`config.mk`:
```
export PLATFORM = sky130hd
export DESIGN_NAME = tws_cfg
export DESIGN_NICKNAME = d
export VERILOG_FILES = /design/src/rtl/tws_pkg.sv /design/src/rtl/tws_cfg.sv
export SDC_FILE = /design/constraint.sdc
export NUM_CORES = 1
export LEC_CHECK = 0
export ABC_AREA = 0
export BUFFER_PORTS_ARGS = -buffer_cell sky130_fd_sc_hd__buf_2
export CAP_MARGIN = 20
export CORE_UTILIZATION = 50
export CTS_CLUSTER_DIAMETER = 40
export DETAILED_ROUTE_END_ITERATION = 16
export PLACE_DENSITY_LB_ADDON = 0.08
export SYNTH_ARGS = -nofsm -noshare
export SYNTH_HDL_FRONTEND = slang
export SYNTH_SLANG_ARGS = --single-unit
```
`constraint.sdc`:
```
create_clock -name clk -period 1.8 [get_ports clk]
set_input_delay 0.18 -clock clk [delete_from_list [all_inputs] [get_ports clk]]
set_output_delay 0.18 -clock clk [all_outputs]
set_load 0.01 [all_outputs]
```
`src/rtl/tws_pkg.sv`:
```
`timescale 1ns / 1ps
// ----------------------------------------------------------------------------
// tws_pkg
// Shared types, constants and helpers of the wrap/scale texture sampler.
// ----------------------------------------------------------------------------
package tws_pkg;

  localparam int DEF_MAX_WIDTH  = 64;
  localparam int DEF_MAX_HEIGHT = 64;
  localparam int DEF_COORD_BITS = 12;

  localparam int POS_BITS   = 12;
  localparam int COLOR_BITS = 8;
  localparam int TEXEL_BITS = 4 * COLOR_BITS;
  localparam int SIZE_BITS  = 7;
  localparam int SCALE_BITS = 13;
  localparam int STEP_BITS  = 16;
  localparam int FRAC_BITS  = 8;
  localparam int SHIFT_BITS = 12;
  localparam int PROD_BITS  = SCALE_BITS + STEP_BITS;

  localparam int CFG_DATA_BITS = 32;
  localparam int CFG_ADDR_BITS = 5;
  localparam int REG_IDX_BITS  = CFG_ADDR_BITS - 2;

  localparam logic [REG_IDX_BITS-1:0] REG_TEXTURE_WIDTH  = 3'd0;
  localparam logic [REG_IDX_BITS-1:0] REG_TEXTURE_HEIGHT = 3'd1;
  localparam logic [REG_IDX_BITS-1:0] REG_SCALED_WIDTH   = 3'd2;
  localparam logic [REG_IDX_BITS-1:0] REG_SCALED_HEIGHT  = 3'd3;
  localparam logic [REG_IDX_BITS-1:0] REG_STEP_X         = 3'd4;
  localparam logic [REG_IDX_BITS-1:0] REG_STEP_Y         = 3'd5;
  localparam logic [REG_IDX_BITS-1:0] REG_SHIFT_X        = 3'd6;
  localparam logic [REG_IDX_BITS-1:0] REG_SHIFT_Y        = 3'd7;

  localparam logic OP_LOAD   = 1'b0;
  localparam logic OP_SAMPLE = 1'b1;

  typedef struct packed {
    logic                  operation;
    logic [POS_BITS-1:0]   pos_x;
    logic [POS_BITS-1:0]   pos_y;
    logic [COLOR_BITS-1:0] red_in;
    logic [COLOR_BITS-1:0] green_in;
    logic [COLOR_BITS-1:0] blue_in;
    logic [COLOR_BITS-1:0] alpha_in;
  } tws_in_t;

  typedef struct packed {
    logic [POS_BITS-1:0]   pixel_x;
    logic [POS_BITS-1:0]   pixel_y;
    logic [COLOR_BITS-1:0] red_out;
    logic [COLOR_BITS-1:0] green_out;
    logic [COLOR_BITS-1:0] blue_out;
    logic [COLOR_BITS-1:0] alpha_out;
  } tws_out_t;

  typedef struct packed {
    logic [SIZE_BITS-1:0]         texture_width;
    logic [SIZE_BITS-1:0]         texture_height;
    logic [SCALE_BITS-1:0]        scaled_width;
    logic [SCALE_BITS-1:0]        scaled_height;
    logic [STEP_BITS-1:0]         step_x;
    logic [STEP_BITS-1:0]         step_y;
    logic signed [SHIFT_BITS-1:0] shift_x;
    logic signed [SHIFT_BITS-1:0] shift_y;
  } tws_cfg_t;

  // index width for n entries, at least one bit
  function automatic int tws_idx_bits(input int n);
    return (n > 1) ? $clog2(n) : 1;
  endfunction

  // magnitude bits of (pos - shift) after masking pos to coord_bits
  function automatic int tws_mag_bits(input int coord_bits);
    int cw;
    cw = (coord_bits < POS_BITS) ? coord_bits : POS_BITS;
    return ((cw > SHIFT_BITS - 1) ? cw : SHIFT_BITS - 1) + 1;
  endfunction

  // abs stage, one stage per remainder bit, fixup, multiply, clamp
  function automatic int tws_axis_latency(input int coord_bits);
    return tws_mag_bits(coord_bits) + 4;
  endfunction

endpackage

```
`src/rtl/tws_cfg.sv`:
```
`timescale 1ns / 1ps
// ----------------------------------------------------------------------------
// tws_cfg
// APB register file holding sizes, steps and shifts of the sampler.
// ----------------------------------------------------------------------------
module tws_cfg (
  input  logic                               clk,
  input  logic                               rst_n,
  input  logic                               cfg_psel,
  input  logic                               cfg_penable,
  input  logic                               cfg_pwrite,
  input  logic [tws_pkg::CFG_ADDR_BITS-1:0]  cfg_paddr,
  input  logic [tws_pkg::CFG_DATA_BITS-1:0]  cfg_pwdata,
  output logic [tws_pkg::CFG_DATA_BITS-1:0]  cfg_prdata,
  output logic                               cfg_pready,
  output tws_pkg::tws_cfg_t                  cfg
);
  import tws_pkg::*;

  tws_cfg_t                cfg_r;
  logic                    wr_en;
  logic [REG_IDX_BITS-1:0] idx;

  assign cfg_pready = 1'b1;
  assign wr_en      = cfg_psel && cfg_penable && cfg_pwrite;
  assign idx        = cfg_paddr[CFG_ADDR_BITS-1:2];
  assign cfg        = cfg_r;

  always_ff @(posedge clk) begin
    if (!rst_n) begin
      cfg_r.texture_width  <= SIZE_BITS'(1);
      cfg_r.texture_height <= SIZE_BITS'(1);
      cfg_r.scaled_width   <= SCALE_BITS'(1);
      cfg_r.scaled_height  <= SCALE_BITS'(1);
      cfg_r.step_x         <= STEP_BITS'(256);
      cfg_r.step_y         <= STEP_BITS'(256);
      cfg_r.shift_x        <= '0;
      cfg_r.shift_y        <= '0;
    end else if (wr_en) begin
      case (idx)
        REG_TEXTURE_WIDTH:  cfg_r.texture_width  <= cfg_pwdata[SIZE_BITS-1:0];
        REG_TEXTURE_HEIGHT: cfg_r.texture_height <= cfg_pwdata[SIZE_BITS-1:0];
        REG_SCALED_WIDTH:   cfg_r.scaled_width   <= cfg_pwdata[SCALE_BITS-1:0];
        REG_SCALED_HEIGHT:  cfg_r.scaled_height  <= cfg_pwdata[SCALE_BITS-1:0];
        REG_STEP_X:         cfg_r.step_x         <= cfg_pwdata[STEP_BITS-1:0];
        REG_STEP_Y:         cfg_r.step_y         <= cfg_pwdata[STEP_BITS-1:0];
        REG_SHIFT_X:        cfg_r.shift_x        <= $signed(cfg_pwdata[SHIFT_BITS-1:0]);
        REG_SHIFT_Y:        cfg_r.shift_y        <= $signed(cfg_pwdata[SHIFT_BITS-1:0]);
        default: ;
      endcase
    end
  end

  always_comb begin
    case (idx)
      REG_TEXTURE_WIDTH:  cfg_prdata = CFG_DATA_BITS'(cfg_r.texture_width);
      REG_TEXTURE_HEIGHT: cfg_prdata = CFG_DATA_BITS'(cfg_r.texture_height);
      REG_SCALED_WIDTH:   cfg_prdata = CFG_DATA_BITS'(cfg_r.scaled_width);
      REG_SCALED_HEIGHT:  cfg_prdata = CFG_DATA_BITS'(cfg_r.scaled_height);
      REG_STEP_X:         cfg_prdata = CFG_DATA_BITS'(cfg_r.step_x);
      REG_STEP_Y:         cfg_prdata = CFG_DATA_BITS'(cfg_r.step_y);
      REG_SHIFT_X:        cfg_prdata = CFG_DATA_BITS'($unsigned(cfg_r.shift_x));
      REG_SHIFT_Y:        cfg_prdata = CFG_DATA_BITS'($unsigned(cfg_r.shift_y));
      default:            cfg_prdata = '0;
    endcase
  end

endmodule

```
## Yosys cells after proc, flatten, opt, wreduce, memory -nomap -nowiden

Index checks and enable logic that the tools add are counted.
W data, S select, Z words.

| word-level totals | value |
|---|---|
| input port bits | 42 |
| word-level logic and storage cells | 27 |
| output and inout bits | 129 |
| flip-flop bits (word level) | 96 |

| cells by class | value |
|---|---|
| equal/unequal tests | 7 |
| mux-type cells | 1 |
| reductions and logical operators | 11 |

Operators by type and width:

| kind | count |
|---|---|
| $pmux W32 S8 | 1 |
| $reduce_and A2 Y1 | 8 |
| $eq A3 B3 Y1 const B | 4 |
| $eq A3 B2 Y1 const B | 2 |
| $eq A3 B1 Y1 const B | 1 |
| $logic_not A3 Y1 | 1 |
| $logic_and A1 B1 Y1 | 2 |

## Longest topological paths before layout

| logic depth | value |
|---|---|
| depth in word-level cells | 3 |
| gate-level depth with buffers | 7 |
| mapped depth without buffers | 4 |

## Least setup slack after synthesis

OpenSTA, ideal clock, no wires.

| timing | value |
|---|---|
| kind | in2out |
| start | in cfg_paddr[2] (netlist name) |
| end | out cfg_prdata[2] (netlist name) |
| slack | 425 ps |
| stages | 5 |
| required time | 1,620 ps |
| arrival | 1,195 ps |
| cells stage by stage | buf_2 buf_2 buf_2 o2111ai_1 a31oi_1 |

| between the ends | value |
|---|---|
| word-level cells in the longest chain between the ends | 2 |
| elaborated cells between the ends (all ways) | 9 |

RTL lines:

| element | RTL line | source |
|---|---|---|
| from (decl) | tws_cfg.sv:12 | `input logic [tws_pkg::CFG_ADDR_BITS-1:0] cfg_paddr,` |
| $eq A3 B3 Y1 (tied with other cells) | tws_cfg.sv:55 | `case (idx)` |
| $pmux W32 S8 (*) | tws_cfg.sv:55 |  |
| to (decl) | tws_cfg.sv:14 | `output logic [tws_pkg::CFG_DATA_BITS-1:0] cfg_prdata,` |

Mark *: on every way between the ends. The rest lies on a longest branch, timed or not. The select of a mux whose other input is x is not followed.

## Worst setup path after layout

| timing | value |
|---|---|
| start | reg cfg_r, in the netlist cfg[12] |
| end | out cfg_prdata[0] (netlist name) |

| between the ends | value |
|---|---|
| word-level cells in the longest chain between the ends | 1 |

RTL lines:

| element | RTL line | source |
|---|---|---|
| from (decl) | tws_cfg.sv:20 | `tws_cfg_t cfg_r;` |
| $pmux W32 S8 | tws_cfg.sv:55 |  |

Every way passes these cells. The select of a mux whose other input is x is not followed.

==> summary.txt <==
Finish
  – Most frequent cells in the layout: 146 x nand2_1, 134 x buf_2, 93 x dfxtp_1, 75 x a21boi_0, 40 x mux2i_1
  – # diodes: 0
  – Most common cell after layout, fill and taps aside: nand2_1
  – Final instance area: about 5700 um^2
  – Max FFs per register: 96
  – Final #Nets: 733
  – Final non-filler cell total: ~800
  – Area Overhead vs Synth: 22.6%
  – Share of layout cells above drive strength 1: 0.287

GRT
  – Pin count of the biggest net entering global routing: 97
  – Number of global-route vias before repair: a little over 4000
  – Initial antenna violation count: 0
  – Global-route wire length before repair: 21400 um
  – Gr usage total: 0.285
  – GR Overflow Total: 0

Critical path
  – CP max FO: 3
  – Worst path slowest cell: dfxtp_2
  – CP required: 1.62 ns
  – Cell Chain, Critical Path: mux2_4, a22o_1, a221oi_2, nor2_1, buf_2
  – Critical path class: reg2out
  – Crit path launch type: register
  – Worst path max stage delay: between 0.3 and 0.4 ns
  – Critical Path AT: 1.61 ns
  – Top Family by Delay on Critical Path: compound AO/OA/AOI/OAI gates
  – Worst path bufs/invs: 1
  – CP Capture Type: primary output

Route
  – Iter 0 DRT Violations: 265
  – Drt wl/cell: 17.1 um
  – DRC violations left: 0
  – Routed Antenna Nets: 0
  – Via density: 5.43
  – Via count: ~4400
  – Post-Route WL: between 10000 and 15000 um
  – Drt pass-1 iters: 9

Yosys
  – Syn Area/Cell: 8.21 um^2
  – Synth Area in Adders: 0
  – Synth Area in Compound Gates: 0.210
  – Post-synthesis cell count: 564
  – FF+latch count, synth: 96
  – Top cell type by total area after synthesis: dfxtp_1
  – Post-synthesis mux area share: 0.0932
  – Yosys warns: 0
  – Yosys cell types: 35
  – XOR/XNOR Fraction of Synth Area: 0
  – Simple-gate share of the synthesized area: 0.196
  – Largest family of logic cells by synthesized area: compound AO/OA/AOI/OAI gates
  – Post-synthesis sequential area ratio: 0.415
  – Synth area leaders: dfxtp_1 42%, a21boi_0 12%, nand2_1 12%
  – Post-Syn Area: between 4000 and 5000 um^2
  – Synth top area share: 0.415

STA
  – RSZ-0062 raised after global routing: yes
  – Max-Slew Margin vs Limit: 0.555
  – Skew final: 0 ns
  – Min Tclk post-route: ~1.8 ns
  – Final Hold Fails: 0
  – Slew @ Worst Pin: 0.668 ns
  – Final Setup Violations: 0
  – Fin. max-slew vios: 0
  – Peak Freq: 0.559 GHz
  – Final Cycle Share: 0.994

Floorplanning
  – I/O pin count: 171
  – Num rows: 34
  – Initial Utilization: 0.523
  – Die Span Y: 98.2 um
  – Die area: slightly below 10000 um^2
  – Die W: 98.2 um
  – Core area: 8850 um^2

Clock network
  – Number of buffers created by CTS: 9
  – # clock sinks: 96
  – TritonCTS clock tree: done
  – Hold_buf cts: 0
  – Worst-path clk slew: 0.09 ns
  – Clk root buf: clkbuf_8
  – H-tree depth: 3
  – Clk_lat worst skew: 0.36 ns
  – Number of setup buffers added after CTS: 0
  – Clk buf depth: 2

Job
  – Max-Cap Viols: 0

Placed design
  – DPL Wire Length: between 9000 and 10000 um
  – Routability Congestion: 0.810
  – Placed cell area: about 5400 um^2
  – IO buf count: 135
  – Post-placement cell count: ~790

Min path
  – Hold WC Path Type: in2reg

Power and ir drop
  – Maximum vdd ir drop: 0.384 mV
  – Pwr dens: slightly above 700 nW/um^2
  – Leak: 2.47 nW

Status
  – Outcome: completed
stage by stage:
stage | TNS (ns) | worst slack (ns) | hold slack, ns | util | power, mW
after floorplan | 0 | 0.425 | 0.304 | - | 2.45
after global placement | 0 | 0.0386 | 0.439 | 0.612 | 2.57
after detailed placement | -0.0335 | -0.0283 | 0.445 | 0.612 | 2.57
after CTS | 0 | 0.0140 | 0.0628 | 0.637 | 4.05
after global routing | -0.0732 | -0.0419 | 0.0678 | 0.641 | 4.19
final | 0 | 0.0109 | 0.0700 | 0.641 | 4.06
metal layers:
metal	vias up	GRT usage	part of all wire
met3	23	0.0601	0.066
met4	0	0.104	0.021
met2	175	0.471	0.47
met5	-	0	0
met1	2051	0.367	0.44
li1	2114	-	-
logic make-up (layout without fill, tap and decap cells):
group,count (synthesis),count (layout)
simple gates,211,211
other cells,2,17
flops,96,96
mux,43,43
compound gates,137,137
buf+inv,75,192
worst reg2reg max path, stage by stage, from the launching register on:
cell and delay [ns]:
dfxtp_1 0.43, o21ai_0 0.11, a21boi_0 0.18
cells in the mapped netlist:
cell type	instances
o2bb2ai_1	5
clkinv_1	1
buf_4	19
a31oi_1	1
conb_1	2
or3_1	3
a21boi_0	75
o211ai_1	1
a221oi_1	12
nand2_1	146
mux2_2	1
o2111ai_1	1
o22ai_1	6
inv_1	10
nand3_1	8
nor3_2	1
buf_2	18
or2_2	4
clkbuf_1	23
buf_1	1
nand4_2	1
clkbuf_2	2
o21bai_1	2
dfxtp_1	96
mux2i_1	42
nand2b_1	4
o21ai_0	27
nor2_1	25
nor2b_1	17
nand4b_4	1
a21oi_1	2
a21boi_1	2
buf_6	1
a22o_1	3
nor2_2	1
final cells by class:
cell class | instances | area [um^2]
fillers | 781 | 3170
multi-input cells | 408 | 2410
flip-flops and latches | 96 | 1930
repair buffers | 165 | 941
clock buffers | 12 | 165
well taps | 108 | 135
clock inverters | 4 | 51.3
inverters | 11 | 45.0
report_power, final:
part	total [mW]	switching, mW	internal, mW
clock	1.52	0.762	0.757
sequential	2.15	0.0131	2.14
combinational	0.386	0.239	0.146
what timing repair did:
| action | CTS | global route |
|---|---|---|
| resized for setup | 1 | 11 |
| endpoints found under the hold margin | 0 | 0 |
| pin swaps | 0 | 1 |
| setup endpoints to repair | 1 | 6 |
path summary, 6_finish.rpt:
| check | start | end | slack, ns | cells after the start |
|---|---|---|---|---|
| worst max-delay path | cfg[12] | cfg_prdata[0] | 0.01 | 5 |
| worst min register to register | cfg[74] | cfg[74] | 0.48 | 2 |
| worst max register to register | cfg[15] | cfg[15] | 1.01 | 2 |
| worst min-delay path | cfg_pwdata[14] | cfg[38] | 0.07 | 3 |
Power figures use the tool's default switching activity.
