--- src/rtl/tws_pkg.sv ---
`timescale 1ns / 1ps
// ----------------------------------------------------------------------------
// tws_pkg
// Shared types, constants and helpers of the wrap/scale texture sampler.
// ----------------------------------------------------------------------------
package tws_pkg;

  localparam int DEF_MAX_WIDTH  = 64;
  localparam int DEF_MAX_HEIGHT = 64;
  localparam int DEF_COORD_BITS = 12;

  localparam int POS_BITS   = 12;
  localparam int COLOR_BITS = 8;
  localparam int TEXEL_BITS = 4 * COLOR_BITS;
  localparam int SIZE_BITS  = 7;
  localparam int SCALE_BITS = 13;
  localparam int STEP_BITS  = 16;
  localparam int FRAC_BITS  = 8;
  localparam int SHIFT_BITS = 12;
  localparam int PROD_BITS  = SCALE_BITS + STEP_BITS;

  localparam int CFG_DATA_BITS = 32;
  localparam int CFG_ADDR_BITS = 5;
  localparam int REG_IDX_BITS  = CFG_ADDR_BITS - 2;

  localparam logic [REG_IDX_BITS-1:0] REG_TEXTURE_WIDTH  = 3'd0;
  localparam logic [REG_IDX_BITS-1:0] REG_TEXTURE_HEIGHT = 3'd1;
  localparam logic [REG_IDX_BITS-1:0] REG_SCALED_WIDTH   = 3'd2;
  localparam logic [REG_IDX_BITS-1:0] REG_SCALED_HEIGHT  = 3'd3;
  localparam logic [REG_IDX_BITS-1:0] REG_STEP_X         = 3'd4;
  localparam logic [REG_IDX_BITS-1:0] REG_STEP_Y         = 3'd5;
  localparam logic [REG_IDX_BITS-1:0] REG_SHIFT_X        = 3'd6;
  localparam logic [REG_IDX_BITS-1:0] REG_SHIFT_Y        = 3'd7;

  localparam logic OP_LOAD   = 1'b0;
  localparam logic OP_SAMPLE = 1'b1;

  typedef struct packed {
    logic                  operation;
    logic [POS_BITS-1:0]   pos_x;
    logic [POS_BITS-1:0]   pos_y;
    logic [COLOR_BITS-1:0] red_in;
    logic [COLOR_BITS-1:0] green_in;
    logic [COLOR_BITS-1:0] blue_in;
    logic [COLOR_BITS-1:0] alpha_in;
  } tws_in_t;

  typedef struct packed {
    logic [POS_BITS-1:0]   pixel_x;
    logic [POS_BITS-1:0]   pixel_y;
    logic [COLOR_BITS-1:0] red_out;
    logic [COLOR_BITS-1:0] green_out;
    logic [COLOR_BITS-1:0] blue_out;
    logic [COLOR_BITS-1:0] alpha_out;
  } tws_out_t;

  typedef struct packed {
    logic [SIZE_BITS-1:0]         texture_width;
    logic [SIZE_BITS-1:0]         texture_height;
    logic [SCALE_BITS-1:0]        scaled_width;
    logic [SCALE_BITS-1:0]        scaled_height;
    logic [STEP_BITS-1:0]         step_x;
    logic [STEP_BITS-1:0]         step_y;
    logic signed [SHIFT_BITS-1:0] shift_x;
    logic signed [SHIFT_BITS-1:0] shift_y;
  } tws_cfg_t;

  // index width for n entries, at least one bit
  function automatic int tws_idx_bits(input int n);
    return (n > 1) ? $clog2(n) : 1;
  endfunction

  // magnitude bits of (pos - shift) after masking pos to coord_bits
  function automatic int tws_mag_bits(input int coord_bits);
    int cw;
    cw = (coord_bits < POS_BITS) ? coord_bits : POS_BITS;
    return ((cw > SHIFT_BITS - 1) ? cw : SHIFT_BITS - 1) + 1;
  endfunction

  // abs stage, one stage per remainder bit, fixup, multiply, clamp
  function automatic int tws_axis_latency(input int coord_bits);
    return tws_mag_bits(coord_bits) + 4;
  endfunction

endpackage

--- src/rtl/tws_axis.sv ---
`timescale 1ns / 1ps
// ----------------------------------------------------------------------------
// tws_axis
// One coordinate axis: shift, floored wrap onto the scaled size by a
// pipelined restoring remainder, Q8.8 map back and clamp to the texture.
// ----------------------------------------------------------------------------
module tws_axis #(
  parameter int MAX_SIZE   = tws_pkg::DEF_MAX_WIDTH,
  parameter int COORD_BITS = tws_pkg::DEF_COORD_BITS
) (
  input  logic                                        clk,
  input  logic                                        en,
  input  logic [tws_pkg::POS_BITS-1:0]                pos,
  input  logic signed [tws_pkg::SHIFT_BITS-1:0]       shift,
  input  logic [tws_pkg::SCALE_BITS-1:0]              scaled,
  input  logic [tws_pkg::STEP_BITS-1:0]               step,
  input  logic [tws_pkg::SIZE_BITS-1:0]               size,
  output logic [tws_pkg::tws_idx_bits(MAX_SIZE)-1:0]  idx
);
  import tws_pkg::*;

  localparam int MAG_BITS = tws_mag_bits(COORD_BITS);
  localparam int PW       = MAG_BITS + 1;
  localparam int DW       = MAG_BITS + SCALE_BITS;
  localparam int IDX_BITS = tws_idx_bits(MAX_SIZE);
  localparam int SRC_BITS = PROD_BITS - FRAC_BITS;

  logic [SCALE_BITS-1:0] sw;
  logic signed [PW-1:0]  p;
  logic [MAG_BITS-1:0]   mag_nxt;

  logic [MAG_BITS-1:0]   rem_r   [0:MAG_BITS];
  logic                  neg_r   [0:MAG_BITS];
  logic [MAG_BITS-1:0]   rem_nxt [1:MAG_BITS];

  logic [DW-1:0]         fin;
  logic [SCALE_BITS-1:0] rem_lo;
  logic [SCALE_BITS-1:0] wrap_nxt;
  logic [SCALE_BITS-1:0] wrap_r;
  logic [PROD_BITS-1:0]  prod_r;
  logic [SRC_BITS-1:0]   src;
  logic [IDX_BITS-1:0]   lim_m1;
  logic [IDX_BITS-1:0]   idx_r;

  assign sw      = (scaled == '0) ? SCALE_BITS'(1) : scaled;
  assign p       = PW'($signed({1'b0, pos})) - PW'(shift);
  assign mag_nxt = p[PW-1] ? MAG_BITS'(-p) : MAG_BITS'(p);

  // one quotient bit per stage, highest first
  always_comb begin
    logic [DW-1:0] dvs;
    logic [DW-1:0] cur;
    for (int i = 0; i < MAG_BITS; i++) begin
      dvs = DW'(sw) << (MAG_BITS - 1 - i);
      cur = DW'(rem_r[i]);
      rem_nxt[i+1] = (cur >= dvs) ? MAG_BITS'(cur - dvs) : rem_r[i];
    end
  end

  assign fin      = DW'(rem_r[MAG_BITS]);
  assign rem_lo   = fin[SCALE_BITS-1:0];
  assign wrap_nxt = (neg_r[MAG_BITS] && rem_lo != '0) ? sw - rem_lo : rem_lo;
  assign src      = prod_r[PROD_BITS-1:FRAC_BITS];

  always_comb begin
    logic [31:0] lim;
    lim = 32'(size);
    if (lim == 32'd0) begin
      lim = 32'd1;
    end
    if (lim > 32'(MAX_SIZE)) begin
      lim = 32'(MAX_SIZE);
    end
    lim_m1 = IDX_BITS'(lim - 32'd1);
  end

  always_ff @(posedge clk) begin
    if (en) begin
      rem_r[0] <= mag_nxt;
      neg_r[0] <= p[PW-1];
      for (int i = 0; i < MAG_BITS; i++) begin
        rem_r[i+1] <= rem_nxt[i+1];
        neg_r[i+1] <= neg_r[i];
      end
      wrap_r <= wrap_nxt;
      prod_r <= PROD_BITS'(wrap_r) * PROD_BITS'(step);
      idx_r  <= (src > SRC_BITS'(lim_m1)) ? lim_m1 : IDX_BITS'(src);
    end
  end

  assign idx = idx_r;

endmodule

--- config.mk ---
export PLATFORM = sky130hd
export DESIGN_NAME = tws_axis
export DESIGN_NICKNAME = d
export VERILOG_FILES = /design/src/rtl/tws_pkg.sv /design/src/rtl/tws_axis.sv
export SDC_FILE = /design/constraint.sdc
export NUM_CORES = 1
export LEC_CHECK = 0
export BUFFER_PORTS_ARGS = -buffer_cell sky130_fd_sc_hd__buf_4
export CAP_MARGIN = 20
export CORE_UTILIZATION = 55
export CTS_CLUSTER_SIZE = 8
export DETAILED_ROUTE_END_ITERATION = 8
export PLACE_DENSITY = 0.72
export SLEW_MARGIN = 20
export SYNTH_ARGS = -nofsm -noshare
export SYNTH_HDL_FRONTEND = slang
export SYNTH_SLANG_ARGS = --single-unit
--- constraint.sdc ---
create_clock -name clk -period 12.25 [get_ports clk]
set_input_delay 1.225 -clock clk [delete_from_list [all_inputs] [get_ports clk]]
set_output_delay 1.225 -clock clk [all_outputs]
set_load 0.02 [all_outputs]
; ---- Yosys cells after proc, flatten, opt, wreduce, memory -nomap -nowiden
; Memories as Yosys holds them, arrays and structs flattened.
; Index checks and enable logic that the tools add are counted.
[totals]
word_cells = 63
ram_bits = 196
in_bits = 62
memories = 2
ff_bits = 48
[memory_table]
columns = name, words, word_bits, rd, rd_clocked_by_memory_dff, wr, line_no
row1 = rem_r, 14, 13, 14, 0, 14, tws_axis.sv:32  ; logic [MAG_BITS-1:0] rem_r [0:MAG_BITS];
row2 = neg_r, 14, 1, 14, 0, 14, tws_axis.sv:33  ; logic neg_r [0:MAG_BITS];
[op_classes]
multipliers = 1
reduce_logical = 4
magnitude_cmp = 15
n_addsub = 17
muxes = 21
[op_table]
columns = cell, n
row1 = 2-to-1 mux 13 bit, 16
row2 = subtractor 13 bit, 14
row3 = multiplier 13 x 16 -> 29 bit, 1
row4 = >= comparator 13 x 25 -> 1 bit, 1
row5 = >= comparator 13 x 24 -> 1 bit, 1
row6 = >= comparator 13 x 23 -> 1 bit, 1
row7 = >= comparator 13 x 22 -> 1 bit, 1
row8 = >= comparator 13 x 21 -> 1 bit, 1
row9 = greater-than comparator 21 x 6 -> 1 bit, 1
row10 = >= comparator 13 x 20 -> 1 bit, 1
row11 = >= comparator 13 x 19 -> 1 bit, 1
row12 = >= comparator 13 x 18 -> 1 bit, 1
row13 = >= comparator 13 x 17 -> 1 bit, 1
row14 = >= comparator 13 x 16 -> 1 bit, 1
row15 = >= comparator 13 x 15 -> 1 bit, 1
row16 = >= comparator 13 x 14 -> 1 bit, 1
row17 = subtractor 13 x 12 -> 14 bit, 1
row18 = >= comparator 13 bit, 1
row19 = logical NOT 13 bit, 1
row20 = negator 13 bit, 1
row21 = nonzero test 13 bit, 1
row22 = 2-to-1 mux 6 bit, 2
row23 = "greater-than comparator 7 bit, second input constant", 1
row24 = logical NOT 7 bit, 1
row25 = 4 further kinds, 5

; ---- Longest topological paths before layout
[depth]
word_depth = 7
mapped_depth = 21

; ---- Worst setup path before layout
; No wires, ideal clock.
[synth_path]
path_type = input port to flip-flop
from = input step[10] (netlist name)
to = register prod_r[28] (data pin)
slack_ns = 5.923
setup_time_ns = 0.264
cell_stages = 19
t_arrival_ns = 6.062
n_path_buf = 1
required_ns = 11.986
path_cell_list = clkbuf_1 > nand2_1 > fa_1 > inv_1 > fa_1 > fa_1 > fa_1 > inv_1 > fa_1 > inv_1 > ha_1 > a21oi_1 > o21bai_1 > a21o_1 > a2111oi_0 > nor3_1 > a32o_1 > o41ai_2 > xnor2_1
[synth_via]
elab_chain_cells = 1
[synth_lines]
columns = item, line_no
row1 = from (decl), tws_axis.sv:16  ; input logic [tws_pkg::STEP_BITS-1:0] step,
row2 = multiplier 13 x 16 -> 29 bit, tws_axis.sv:86  ; prod_r <= PROD_BITS'(wrap_r) * PROD_BITS'(step);
row3 = to (signal assigned), tws_axis.sv:86
row4 = to (decl), tws_axis.sv:40  ; logic [PROD_BITS-1:0] prod_r;
; No other way between the ends.
; A chain may end at the register's enable or synchronous reset.

; ---- Worst setup path after layout
[layout_path]
from = input step[7] (netlist name)
to = register prod_r[28] (data pin)
; Same word-level chain as after synthesis.

==> reports/results.txt <==
The worst-case headroom to the max-slew limit was 34.3%; the maximum fanout along the worst path was 13. The largest clock skew in the final design was 0.0209 ns; the area growth from synthesis to layout was 9.01%. After technology mapping, the gate count stands at 1,949. The number of top-level pins was 68. Data on the critical path arrives at its endpoint at 6.43 ns.

Counting both buffers and inverters, the worst setup path holds a total of 3. The sequential cell area in the final layout is 7090 µm². The critical path goes through buf_4 -> and2_1 -> fa_1 -> fa_1 -> fa_1 -> fa_1 -> inv_1 -> fa_1 -> inv_1 -> ha_1 -> a21oi_1 -> o21bai_1 -> a21o_1 -> a2111oi_0 -> nor3_1 -> a32o_1 -> o41ai_2 -> xnor2_1. The proportion of netlist area held by the largest area contributor works out to 34.5%. Setup repair after global routing left no endpoint under its margin. The post-detailed-route DRC marker count came out at 0.

For the pin with the worst max-slew slack, the measured transition is 0.985 ns. The path class of the tightest hold or removal check is reg2reg. The layout has 3,015 filler cells.

The worst setup path is of the in2reg kind. Total global routing track utilization: 23.7%. Total of endpoints with negative setup slack in the final report: 0. The core region is 36,700 µm². The fraction of layout cells with a size suffix above 1 is 9.41%, and the initial core utilization is 56.0%. The mapped netlist covers 20,500 µm². The total number of cells along the worst setup path is 18, and the number of search-and-repair iterations in the first detailed-routing pass is 5. The tools report the share of power burned in registers as 23.1%. The most used flip-flop cell after synthesis is edfxtp_1. In this run the post-CTS setup repair buffer count came out at 0.

In this design, the stage delay of the slowest critical-path cell is 0.56 ns. Ranked by total cell area, the synthesized netlist is headed by edfxtp_1 35%, fa_1 16%, ha_1 12%. The die is 195 µm tall. The library cell appearing most often on the critical path was fa_1. After routing, the total negative slack on setup checks comes to 0 ns. The run gives 34.5% as the share of the yosys chip area belonging to registers. The library cell used as clock root buffer is clkbuf_16. Across all setup checks in the final design, the least slack found is 6.08 ns. For the cell leakage power, the log shows 9.91 nW.

IR analysis of the VDD net gives a maximum drop of 407 µV. The power density over cell area works out to 251 nW/µm². The tools report the worst setup timing slack at the placement stage as 5.63 ns.

The number of violations reported at the end of detailed-routing iteration 0 was 788. The biggest area contributor in the post-synthesis netlist is edfxtp_1. Sort of element at the start of the critical path: a primary input.

The clock network is responsible for 15.3% of the overall power. For this run, the top clock speed supported by timing is 0.162 GHz. Cell internal power was estimated by the tool at 0.00319 W.

Entering global routing, the biggest net connects 94 pins. The number of global-route vias before repair is 14,700, and the final hold violation count is 0. The timing startpoint of the critical path is step[7].

The number of warnings reported in the yosys synthesis log is 0. The final layout contains routed wiring with a total length of 43.7 mm. Clock latency on the worst-skew pair, taken at its later pin, is 0.53 ns.

Hold repair after CTS inserted 0 buffers. The run gives 33.2 mm as the total half-perimeter wirelength after legalization and detailed placement. At the end of routability-driven placement, the weighted congestion stood at 0.867.

The wire length of the first global-routing pass was 72.1 mm. After detailed routing, the number of vias per cell comes to 5.69. The synthesized design contains 236 register bits.

In this run the deepest clock path goes through 3 buffers. The tools report the logic gate share of total power as 61.7%. The endpoint identified for the worst register-to-register timing path is prod_r[28]$_DFFE_PP_. Counting every net in the synthesized netlist gives 2,371. In this run, CTS created clock tree buffers numbering 35. In this run the core area contains 70 standard-cell rows. The count of cells resized by post-cts repair was 0. Async set-reset flop share out of synthesis: 0%. In the final design database the tool counted 2,427 nets. Count of input and output buffers: 67. The run gives 0 as the number of maximum-capacitance constraint violations.

Die footprint: 38,100 µm². After clock tree synthesis, the clock-pin slew on the worst setup and hold paths is 0.05 ns. The worst register-to-register path begins at wrap_r[12]$_DFFE_PP_. In this run the mean area of a mapped cell was 10.5 µm².

The routed layout has 14,100 vias. After global routing the overflow that remains totals 0. The flow ran to the end, and the final reports show no timing, DRC or antenna violations.

The distinct cell type count after synthesis is 79, and the net switching share of the total power is 43.2%. The area occupied by multi-input gates was 12,100 µm²; the die width was 195 µm. The time the final worst path needs with I/O delays and setup is 6.17 ns, and the number of sinks driven by the clock tree is 236. The logs give 0 for the final-report max-slew violation count and 12.51 ns for the required time reported for the critical path endpoint.

In this run the register-to-register setup slack is 6.12 ns. Average wire per cell in the routed design: 17.7 µm. The run gives 0.00243 W as the net switching power of the design.

The post-route fraction of the period consumed by the critical path was 50.4%. Capturing element of the worst setup path: prod_r[28]$_DFFE_PP_. The number of flops mapped to enable cells by yosys is 236.

The H-tree was split into 2 levels. Once detail routing completed, the nets flagged for antenna violations numbered 0. 0 antenna diodes ended up in the layout.

TritonCTS built the clock tree. On the critical path, the stage with the largest delay is an instance of fa_1. The nature of the critical path endpoint is a register. The number of cells traversed by the worst register-to-register path is 17. The initial antenna violation count is 0.

The top cell family by delay on the critical path was adder cells.
==> placed cells by master (no fill, tap or decap), types with 4 or more instances in the layout <==
cell,netlist,layout
inv_1,298,298
edfxtp_1,236,236
nand2_1,196,196
ha_1,194,194
fa_1,166,166
and2_1,94,94
nor2_1,72,72
buf_4,1,68
a21oi_1,63,63
xnor2_1,62,62
o21ai_0,58,58
mux2_2,53,53
clkbuf_16,0,35
xor2_1,32,32
nor3_1,31,31
a21o_1,28,28
mux2i_1,28,28
nand2b_1,26,26
nor2b_1,24,24
nand4_1,22,22
nand3_1,18,18
nor4_1,18,18
o21ai_1,17,17
o21a_1,14,14
or3_1,10,10
a31oi_1,10,10
a211oi_1,9,9
a21boi_0,9,9
or4_1,9,9
or2_2,7,7
o211ai_1,7,7
mux2_1,7,7
o31ai_1,6,6
o21bai_1,6,5
a21boi_1,5,5
and4_1,4,4
==> layer usage <==
metal	track usage [%]	routed length, µm	vias up
met5	0	0	-
met4	7.52	1100	0
met3	3.07	1640	77
met2	43.0	22500	310
met1	29.3	18500	6946
li1	-	-	6754
==> worst min path at each step <==
| stage | from | to | slack (ns) | cells after the start |
|---|---|---|---|---|
| 2_1_floorplan | neg_r[0][0]$_DFFE_PP_ | neg_r[0][1]$_DFFE_PP_ | 0.40 | 0 |
| 3_3_place_gp | neg_r[0][0]$_DFFE_PP_ | neg_r[0][1]$_DFFE_PP_ | 0.40 | 0 |
| 3_5_place_dp | neg_r[2][0]$_DFFE_PP_ | neg_r[2][1]$_DFFE_PP_ | 0.41 | 0 |
| 4_1_cts | neg_r[2][0]$_DFFE_PP_ | neg_r[2][1]$_DFFE_PP_ | 0.41 | 0 |
| 5_1_grt | neg_r[0][1]$_DFFE_PP_ | neg_r[1][0]$_DFFE_PP_ | 0.42 | 0 |
| 6_report | neg_r[2][1]$_DFFE_PP_ | neg_r[3][0]$_DFFE_PP_ | 0.41 | 0 |
==> registers in the layout, summed over array words and instances, names as in the netlist <==
register / flops
idx: 6
wrap_r: 13
rem_r: 182
neg_r: 14
prod_r: 21
==> synth_stat cells, drive strengths merged (12+ instances only) <==
| cell type | n |
|---|---|
| ha | 194 |
| fa | 166 |
| nand3 | 19 |
| nor2 | 72 |
| nor4 | 19 |
| nand2b | 26 |
| xor2 | 32 |
| a21o | 28 |
| xnor2 | 64 |
| nand4 | 22 |
| nor3 | 32 |
| a21oi | 66 |
| nand2 | 197 |
| inv | 299 |
| edfxtp | 236 |
| mux2i | 28 |
| o21ai | 75 |
| a211oi | 12 |
| a21boi | 14 |
| mux2 | 60 |
| o21a | 14 |
| clkbuf | 45 |
| and2 | 94 |
| nor2b | 24 |
==> final cells by class <==
cell class / count / area share (%)
clock buffer: 35 / 3.91
clock inverter: 5 / 0.279
inverter: 299 / 5.01
multi-input combinational: 1364 / 54.2
sequential: 236 / 31.7
tap: 468 / 2.62
timing repair buffer: 69 / 2.35
==> stage by stage <==
| step | area [µm²] | util (%) | cells | hold WS (ns) | power (W) |
|---|---|---|---|---|---|
| 6_report | 22400 | 61.0 | 2476 | 0.412 | 0.00562 |
| 5_1_grt | 22400 | 61.0 | 2476 | 0.420 | 0.00613 |
| 4_1_cts | 22400 | 61.0 | 2476 | 0.412 | 0.00569 |
| 3_5_place_dp | 21400 | 58.4 | 2436 | 0.406 | 0.00480 |
| 3_3_place_gp | 21400 | 58.4 | 2436 | 0.400 | 0.00470 |
| 2_1_floorplan | 20500 | - | 1949 | 0.400 | 0.00387 |
==> power groups by stage <==
stage,combinational (W),clock (W),sequential (W)
after floorplan,0.00261,0,0.00126
after global placement,0.00339,0,0.00131
after detailed placement,0.00349,0,0.00131
after CTS,0.00352,0.000878,0.00130
after global routing,0.00391,0.000908,0.00131
final,0.00346,0.000857,0.00130
==> cell families (layout without fill, tap and decap cells) <==
kind of cell | Yosys count | in the layout | share of synthesized area, %
AND/OR/NAND/NOR | 552 | 552 | 13.7
adder cells (fa/ha/maj) | 360 | 360 | 28.0
buffers and inverters | 349 | 408 | 6.45
AO/OA/AOI/OAI | 268 | 268 | 8.54
flip-flops | 236 | 236 | 34.5
XOR/XNOR | 96 | 96 | 4.17
multiplexers | 88 | 88 | 4.66
Note: power is estimated with default switching activity, not from simulation.
